File: src/sv/mlr_pkg.sv
// ----------------------------------------------------------------------------
// Midpoint line rasteriser package
// Shared constants: default coordinate width, queue depth and item kinds.
// ----------------------------------------------------------------------------
package mlr_pkg;

  localparam int COORD_BITS_DEF  = 12;
  localparam int QUEUE_DEPTH_DEF = 2;

  localparam logic KIND_START   = 1'b0;
  localparam logic KIND_ADVANCE = 1'b1;

endpackage

File: src/sv/midpoint_line_rasterizer.sv
// ----------------------------------------------------------------------------
// Midpoint line rasteriser
// All-octant midpoint line stepper with a decoupled command front end.
//
//   Channel   Direction  tdata (low bit first)              tuser  tlast
//   s_axis    in         start_x, start_y, end_x, end_y      kind   -
//   m_axis    out        pixel_x, pixel_y                    -      last
//
// A transfer on s_axis enters a two-entry command queue in the same cycle.
// The stepper takes one command per clock while its output register is free
// or being read, so a pixel leaves every clock when m_axis_tready stays high
// and commands are queued; the queue buffers commands while the output stalls.
// Reset empties the queue and clears the line state and the output valid flag.
// ----------------------------------------------------------------------------
module midpoint_line_rasterizer #(
  parameter int COORD_BITS = mlr_pkg::COORD_BITS_DEF
) (
  input  logic clk,
  input  logic rst,
  input  logic s_axis_tvalid,
  output logic s_axis_tready,
  // start_x, start_y, end_x, end_y
  input  logic [((4*COORD_BITS+7)/8)*8-1:0] s_axis_tdata,
  // kind
  input  logic s_axis_tuser,
  output logic m_axis_tvalid,
  input  logic m_axis_tready,
  // pixel_x, pixel_y
  output logic [((2*COORD_BITS+7)/8)*8-1:0] m_axis_tdata,
  output logic m_axis_tlast
);
  import mlr_pkg::*;

  localparam int C      = COORD_BITS;
  localparam int CMD_W  = 4*C + 3;
  localparam int OUT_W  = ((2*C+7)/8)*8;

  logic [CMD_W-1:0] cmd_in;
  logic [CMD_W-1:0] cmd_head;
  logic             q_full;
  logic             q_empty;
  logic             cmd_pop;
  logic [C-1:0]     pixel_x;
  logic [C-1:0]     pixel_y;

  assign s_axis_tready = !q_full;

  mlr_front #(.COORD_BITS(C)) u_front (
    .kind    (s_axis_tuser),
    .start_x (s_axis_tdata[C-1:0]),
    .start_y (s_axis_tdata[2*C-1:C]),
    .end_x   (s_axis_tdata[3*C-1:2*C]),
    .end_y   (s_axis_tdata[4*C-1:3*C]),
    .cmd     (cmd_in)
  );

  mlr_queue #(.WIDTH(CMD_W), .DEPTH(QUEUE_DEPTH_DEF)) u_queue (
    .clk       (clk),
    .rst       (rst),
    .push      (s_axis_tvalid),
    .push_data (cmd_in),
    .full      (q_full),
    .pop       (cmd_pop),
    .empty     (q_empty),
    .head      (cmd_head)
  );

  mlr_back #(.COORD_BITS(C)) u_back (
    .clk       (clk),
    .rst       (rst),
    .cmd_valid (!q_empty),
    .cmd       (cmd_head),
    .cmd_pop   (cmd_pop),
    .out_valid (m_axis_tvalid),
    .out_ready (m_axis_tready),
    .pixel_x   (pixel_x),
    .pixel_y   (pixel_y),
    .last      (m_axis_tlast)
  );

  assign m_axis_tdata = OUT_W'({pixel_y, pixel_x});

endmodule

File: src/sv/mlr_front.sv
// ----------------------------------------------------------------------------
// Midpoint line rasteriser front end
// Classifies input items and works out the axis deltas and step directions
// of a start item before it enters the command queue.
// ----------------------------------------------------------------------------
module mlr_front #(
  parameter int COORD_BITS = mlr_pkg::COORD_BITS_DEF
) (
  input  logic                    kind,
  input  logic [COORD_BITS-1:0]   start_x,
  input  logic [COORD_BITS-1:0]   start_y,
  input  logic [COORD_BITS-1:0]   end_x,
  input  logic [COORD_BITS-1:0]   end_y,
  output logic [4*COORD_BITS+2:0] cmd
);
  import mlr_pkg::*;

  logic signed [COORD_BITS:0] dx;
  logic signed [COORD_BITS:0] dy;
  logic [COORD_BITS:0]        adx;
  logic [COORD_BITS:0]        ady;
  logic                       x_neg;
  logic                       y_neg;

  always_comb begin
    dx    = $signed({end_x[COORD_BITS-1], end_x}) - $signed({start_x[COORD_BITS-1], start_x});
    dy    = $signed({end_y[COORD_BITS-1], end_y}) - $signed({start_y[COORD_BITS-1], start_y});
    x_neg = dx[COORD_BITS];
    y_neg = dy[COORD_BITS];
    adx   = x_neg ? (~dx + 1'b1) : dx;
    ady   = y_neg ? (~dy + 1'b1) : dy;
    if (kind == KIND_START) begin
      cmd = {y_neg, x_neg, ady[COORD_BITS-1:0], adx[COORD_BITS-1:0], start_y, start_x, KIND_START};
    end else begin
      cmd = {{(4*COORD_BITS+2){1'b0}}, KIND_ADVANCE};
    end
  end

endmodule

File: src/sv/mlr_queue.sv
// ----------------------------------------------------------------------------
// Midpoint line rasteriser command queue
// Small first-in first-out buffer between the front end and the stepper.
// ----------------------------------------------------------------------------
module mlr_queue #(
  parameter int WIDTH = 8,
  parameter int DEPTH = mlr_pkg::QUEUE_DEPTH_DEF
) (
  input  logic             clk,
  input  logic             rst,
  input  logic             push,
  input  logic [WIDTH-1:0] push_data,
  output logic             full,
  input  logic             pop,
  output logic             empty,
  output logic [WIDTH-1:0] head
);
  localparam int PW = (DEPTH > 1) ? $clog2(DEPTH) : 1;
  localparam int CW = $clog2(DEPTH + 1);

  logic [WIDTH-1:0] mem [DEPTH];
  logic [PW-1:0]    wr_ptr;
  logic [PW-1:0]    rd_ptr;
  logic [CW-1:0]    count;
  logic             do_push;
  logic             do_pop;

  assign full    = (count == CW'(DEPTH));
  assign empty   = (count == '0);
  assign do_push = push && !full;
  assign do_pop  = pop && !empty;
  assign head    = mem[rd_ptr];

  always_ff @(posedge clk) begin
    if (do_push) begin
      mem[wr_ptr] <= push_data;
    end
  end

  always_ff @(posedge clk) begin
    if (rst) begin
      wr_ptr <= '0;
      rd_ptr <= '0;
      count  <= '0;
    end else begin
      if (do_push) begin
        wr_ptr <= (wr_ptr == PW'(DEPTH - 1)) ? '0 : wr_ptr + 1'b1;
      end
      if (do_pop) begin
        rd_ptr <= (rd_ptr == PW'(DEPTH - 1)) ? '0 : rd_ptr + 1'b1;
      end
      if (do_push && !do_pop) begin
        count <= count + 1'b1;
      end else if (do_pop && !do_push) begin
        count <= count - 1'b1;
      end
    end
  end

endmodule

File: src/sv/mlr_back.sv
// ----------------------------------------------------------------------------
// Midpoint line rasteriser stepper
// Sets up the decision value from a start command and takes one midpoint
// step per advance command, holding the pixel in an output register.
// ----------------------------------------------------------------------------
module mlr_back #(
  parameter int COORD_BITS = mlr_pkg::COORD_BITS_DEF
) (
  input  logic                    clk,
  input  logic                    rst,
  input  logic                    cmd_valid,
  input  logic [4*COORD_BITS+2:0] cmd,
  output logic                    cmd_pop,
  output logic                    out_valid,
  input  logic                    out_ready,
  output logic [COORD_BITS-1:0]   pixel_x,
  output logic [COORD_BITS-1:0]   pixel_y,
  output logic                    last
);
  import mlr_pkg::*;

  localparam int C = COORD_BITS;

  logic               busy;
  logic [C-1:0]       cur_x;
  logic [C-1:0]       cur_y;
  logic [C-1:0]       steps_left;
  logic [C+2:0]       decision;
  logic [C+1:0]       inc_straight;
  logic [C+1:0]       inc_diagonal;
  logic               x_major;
  logic               x_neg;
  logic               y_neg;

  logic               c_kind;
  logic [C-1:0]       c_x0;
  logic [C-1:0]       c_y0;
  logic [C-1:0]       c_adx;
  logic [C-1:0]       c_ady;
  logic               c_xneg;
  logic               c_yneg;

  logic               s_xmaj;
  logic [C-1:0]       s_major;
  logic [C-1:0]       s_minor;
  logic               dec_pos;
  logic               step_x;
  logic               step_y;
  logic [C-1:0]       x_delta;
  logic [C-1:0]       y_delta;
  logic [C-1:0]       nx;
  logic [C-1:0]       ny;
  logic [C-1:0]       steps_next;

  assign {c_yneg, c_xneg, c_ady, c_adx, c_y0, c_x0, c_kind} = cmd;
  assign cmd_pop = cmd_valid && (!out_valid || out_ready);

  always_comb begin
    s_xmaj     = (c_adx >= c_ady);
    s_major    = s_xmaj ? c_adx : c_ady;
    s_minor    = s_xmaj ? c_ady : c_adx;
    dec_pos    = !decision[C+2] && (decision != '0);
    step_x     = x_major || dec_pos;
    step_y     = !x_major || dec_pos;
    x_delta    = x_neg ? '1 : C'(1);
    y_delta    = y_neg ? '1 : C'(1);
    nx         = step_x ? cur_x + x_delta : cur_x;
    ny         = step_y ? cur_y + y_delta : cur_y;
    steps_next = steps_left - 1'b1;
  end

  always_ff @(posedge clk) begin
    if (rst) begin
      busy         <= 1'b0;
      cur_x        <= '0;
      cur_y        <= '0;
      steps_left   <= '0;
      decision     <= '0;
      inc_straight <= '0;
      inc_diagonal <= '0;
      x_major      <= 1'b0;
      x_neg        <= 1'b0;
      y_neg        <= 1'b0;
      out_valid    <= 1'b0;
    end else begin
      if (cmd_pop && (c_kind == KIND_START || busy)) begin
        out_valid <= 1'b1;
      end else if (out_ready) begin
        out_valid <= 1'b0;
      end
      if (cmd_pop) begin
        if (c_kind == KIND_START) begin
          x_major      <= s_xmaj;
          x_neg        <= c_xneg;
          y_neg        <= c_yneg;
          decision     <= {2'b00, s_minor, 1'b0} - {3'b000, s_major};
          inc_straight <= {1'b0, s_minor, 1'b0};
          inc_diagonal <= {1'b0, s_minor, 1'b0} - {1'b0, s_major, 1'b0};
          steps_left   <= s_major;
          cur_x        <= c_x0;
          cur_y        <= c_y0;
          busy         <= (s_major != '0);
          pixel_x      <= c_x0;
          pixel_y      <= c_y0;
          last         <= (s_major == '0);
        end else if (busy) begin
          if (dec_pos) begin
            decision <= decision + {inc_diagonal[C+1], inc_diagonal};
          end else begin
            decision <= decision + {inc_straight[C+1], inc_straight};
          end
          cur_x      <= nx;
          cur_y      <= ny;
          steps_left <= steps_next;
          busy       <= (steps_next != '0);
          pixel_x    <= nx;
          pixel_y    <= ny;
          last       <= (steps_next == '0);
        end
      end
    end
  end

endmodule
File: config.mk
export PLATFORM = sky130hd
export DESIGN_NAME = midpoint_line_rasterizer
export DESIGN_NICKNAME = d
export VERILOG_FILES = /design/src/sv/mlr_pkg.sv /design/src/sv/midpoint_line_rasterizer.sv /design/src/sv/mlr_front.sv /design/src/sv/mlr_queue.sv /design/src/sv/mlr_back.sv
export SDC_FILE = /design/constraint.sdc
export NUM_CORES = 1
export LEC_CHECK = 0
export BUFFER_PORTS_ARGS = -buffer_cell sky130_fd_sc_hd__buf_4
export CAP_MARGIN = 30
export CELL_PAD_IN_SITES_DETAIL_PLACEMENT = 1
export CELL_PAD_IN_SITES_GLOBAL_PLACEMENT = 2
export CORE_ASPECT_RATIO = 1.1
export CORE_MARGIN = 2
export CORE_UTILIZATION = 38
export CTS_CLUSTER_SIZE = 16
export DETAILED_ROUTE_END_ITERATION = 16
export GPL_TIMING_DRIVEN = 0
export PLACE_DENSITY_LB_ADDON = 0.3
export SYNTH_ARGS = -nofsm -noshare
export SYNTH_HDL_FRONTEND = slang
export SYNTH_SLANG_ARGS = --single-unit
File: constraint.sdc
create_clock -name clk -period 9.8 [get_ports clk]
set_input_delay 0.98 -clock clk [delete_from_list [all_inputs] [get_ports clk]]
set_output_delay 0.98 -clock clk [all_outputs]
set_load 0.02 [all_outputs]
==> flow_metrics.tcl <==
set metrics [dict create \
    run_status "finished, final reports clean" \
    multi_input_logic_area_mm2 0.007262 \
    mappedNetlistArea_mm2 0.01330 \
    post_drt_wl_per_cell_um 21.59 \
    yosys.area.top_type "sky130_fd_sc_hd__edfxtp_1" \
    fin_skew_ns 0.03498 \
    post-synth-top-area-fraction_pct 28.68 \
    cp-start-kind "flop" \
    clk_pin_slew_worst_paths_ns 0.06 \
    layout-drive-gt1-share_pct 10.78 \
    first_pass_iters 4 \
    pwr_per_cell_area_mw_per_mm2 406.6 \
    worst_rel_slew_slack_pct 35.70 \
    timing.hold.worst_endpoint "u_back.inc_straight[3]" \
    hold_viol 0 \
    detailroute.via_count 11520 \
    final_antenna_net_count 0 \
    initial_core_util_pct 38.68 \
    final.min_clock_period_ns 7.698 \
    ctsHtreeMaxLevel 1 \
    io_pins 80 \
    postCtsHoldBufs 0 \
    final_clock_period_utilization_by_the_worst_path_pct 78.55 \
    final.hold.worst_slack_ns 0.4548 \
    grt_usage_pct 23.92 \
    power.combinational.fraction_pct 62.8 \
    clock.fmax_mhz 129.9 \
    worst_hold_path.num_cells 2 \
    critPathCaptureType "flop" \
    tritoncts "built" \
    grt_antenna_before_repair 1 \
    rsz0062_at_grt "false" \
    share_clk_of_total_power_pct 15.1 \
    port_buffers 78 \
    cap_viol_max_count 0 \
    global_route.overflow_total 0 \
    cts_repair_resize_count 0 \
    place_congestion 0.8893 \
    rr_worst_depth 24 \
    timing.reg2reg.setup_slack_ns 2.10 \
    areaGrowthSynthToFinish_pct 15.41 \
    worst-path-max-fanout 10 \
    largest_net_degree_at_the_start_of_global_routing 30 \
    cp_data_required_time_ns 10.24 \
    power.share.sequential_pct 22.0 \
    cellLeakagePower_nw 5.923 \
    worstSkewPairLatency_ns 0.56 \
    clock_tree.buffer_depth 3 \
    vias_in_the_first_global_route 11980 \
    drv_slew 0 \
    timing.setup.critical_path_class "flop to flop" \
    power_report.internal_total_mw 3.148 \
    setup_total_negative_slack_ns 0 \
    cts-buffers-inserted 24 \
    hp-class "flop to flop" \
    core.rowCount 71 \
    synth.yosys.seq_area_share_pct 41.63 \
    synthesis.nets 1603 \
    synth_edf_count 127 \
    power.net_switching_mw 3.093 \
    final_net_count 1712 \
    wl_mm 43.74 \
    finalSetupViolations 0 \
    switching_share_pct 49.56 \
    hpwlAfterDp_mm 33.66 \
    drt_iter0_drc 623 \
    core_area_mm2 0.03438 \
    yosysUniqueCellTypes 72 \
    drcViolationCount 0 \
    post_cts_buffers 0 \
    mean_syn_cell_area_um2 9.108 \
    floorplan.die.height_um 200.2 \
    min_from "u_back.inc_straight[3]" \
    postPlaceCellArea_mm2 0.01451 \
    reg2reg_to "u_back.decision[12]" \
    final_cell_area_mm2 0.01535 \
    synthFlopType "sky130_fd_sc_hd__edfxtp_1" \
    die_w_um 182.4 \
    yosys_warnings 0 \
    finish.utilization_pct 44.64 \
    tightestPinTransition_ns 0.9610 \
    worst_vdd_ir_mv 0.1992 \
    design.die.area_mm2 0.03651 \
    layout.filler_cells 3992 \
    grt_pass1_wl_mm 68.14 \
    ys_seq_elements 213 \
    ctsRootBufferMaster "sky130_fd_sc_hd__clkbuf_16" \
    critPathArrivalTime_ns 8.14 \
    sequential_standard_cell_area_mm2 0.005535 \
    synthCells 1460 \
    synthTopCellsByArea "sky130_fd_sc_hd__edfxtp_1 29%, sky130_fd_sc_hd__dfxtp_1 13%, sky130_fd_sc_hd__ha_1 7.9%, sky130_fd_sc_hd__a21oi_1 5.3%, sky130_fd_sc_hd__nor2_1 4.6%" \
    asyncSetResetFlopFracSynth_pct 0 \
    clkSinkCount 213 \
    post_drt_via_cell_ratio 5.686 \
]
metrics by stage:
step | setup WS, ns | power [mW] | instances
global route | 1.567 | 6.670 | 2025
CTS | 2.192 | 6.206 | 2024
finish | 2.102 | 6.241 | 2026
detailed placement | 2.232 | 5.240 | 1980
global placement | 2.212 | 5.147 | 1976
floorplan | 3.705 | 3.988 | 1460
sequential cells by signal, summed over array words and instances, names as in the netlist, 2 cells and up, named ones only:
name,flops
u_back.cur_x,12
u_back.cur_y,12
u_back.decision,15
u_back.inc_diagonal,13
u_back.inc_straight,12
u_back.pixel_x,12
u_back.pixel_y,12
u_back.steps_left,12
u_queue.count,2
u_queue.mem,102
synth_stat cells (all sizes together), types with 16 or more instances:
master / n
nor2b: 23
inv: 67
ha: 84
mux2i: 37
or3: 16
xnor2: 46
nand2: 149
clkbuf: 53
mux2: 28
dfxtp: 86
o21ai: 90
edfxtp: 127
xor2: 30
nor2: 162
a21oi: 142
nor3: 46
a211oi: 44
nand3: 31
power groups by stage:
stage	Sequential, mW	Clock, mW	Combinational (mW)
floorplan	1.38	0	2.61
global placement	1.39	0	3.76
detailed placement	1.39	0	3.85
CTS	1.38	0.961	3.87
global route	1.40	0.994	4.28
finish	1.37	0.945	3.92
worst max-delay path by stage:
stage	end	slack [ns]	cells after the start
6_report	u_back.decision[12]	2.10	24
2_1_floorplan	u_back.decision[11]	3.71	23
3_3_place_gp	u_back.decision[11]	2.21	22
3_5_place_dp	u_back.decision[12]	2.23	25
5_1_grt	u_back.decision[12]	1.57	25
4_1_cts	u_back.decision[12]	2.19	24
layout make-up:
| cell class | instances | area share [%] |
|---|---|---|
| Clock buffer | 32 | 4.109 |
| Timing Repair Buffer | 83 | 4.402 |
| Sequential cell | 213 | 36.07 |
| Inverter | 67 | 1.639 |
| Buffer | 66 | 1.696 |
| Tap cell | 438 | 3.571 |
| Clock inverter | 12 | 1.182 |
| Multi-Input combinational cell | 1114 | 47.32 |
| Antenna cell | 1 | 0.01631 |
layer usage:
metal,global-route usage [%],up-vias,wire [um]
met5,0,-,0
met1,31.61,5681,19830
met3,2.618,65,1951
met2,41.11,252,20730
met4,7.287,0,1226
li1,-,5521,-
cell usage in the layout, fill, tap and decap left out, drive strengths merged, types with 30 or more instances in the layout:
| master | netlist | final |
|---|---|---|
| mux2i | 37 | 37 |
| dfxtp | 86 | 86 |
| clkbuf | 53 | 85 |
| ha | 84 | 84 |
| nor3 | 46 | 46 |
| inv | 67 | 67 |
| nor2 | 162 | 162 |
| a21oi | 142 | 142 |
| xnor2 | 46 | 46 |
| edfxtp | 127 | 127 |
| a211oi | 44 | 44 |
| nand2 | 149 | 149 |
| buf | 13 | 96 |
| o21ai | 90 | 90 |
| nand3 | 31 | 31 |
| xor2 | 30 | 30 |
cells by family after synthesis:
logic type,after synthesis,synth area share (%)
xor gates and xnor gates,76,5.006
and+or+nand+nor,496,17.32
muxes,65,5.156
DFF,213,41.63
buffers and inverters,133,3.848
AOI/OAI and AO/OA,387,18.24
adders and majority gates,90,8.807
critical path: stages (launching register included):
cell and delay [ns]:
sky130_fd_sc_hd__dfxtp_1 0.37, sky130_fd_sc_hd__clkbuf_1 0.25, sky130_fd_sc_hd__buf_2 0.33, sky130_fd_sc_hd__buf_2 0.35, sky130_fd_sc_hd__buf_1 0.55, sky130_fd_sc_hd__mux2i_1 0.59
sky130_fd_sc_hd__ha_1 0.42, sky130_fd_sc_hd__nand2_1 0.12, sky130_fd_sc_hd__o21a_1 0.19, sky130_fd_sc_hd__o21ai_1 0.26, sky130_fd_sc_hd__nor2_1 0.49, sky130_fd_sc_hd__clkbuf_1 0.42
sky130_fd_sc_hd__clkbuf_1 0.46, sky130_fd_sc_hd__nand2_1 0.13, sky130_fd_sc_hd__o21ai_0 0.30, sky130_fd_sc_hd__ha_1 0.40, sky130_fd_sc_hd__a21oi_1 0.32, sky130_fd_sc_hd__a22oi_1 0.12
sky130_fd_sc_hd__o21ai_0 0.18, sky130_fd_sc_hd__nor3_1 0.12, sky130_fd_sc_hd__o311ai_0 0.36, sky130_fd_sc_hd__nand3_1 0.13, sky130_fd_sc_hd__a21oi_1 0.33, sky130_fd_sc_hd__o31ai_1 0.15
sky130_fd_sc_hd__a211oi_1 0.23
Note: power is estimated with default switching activity, not from simulation.
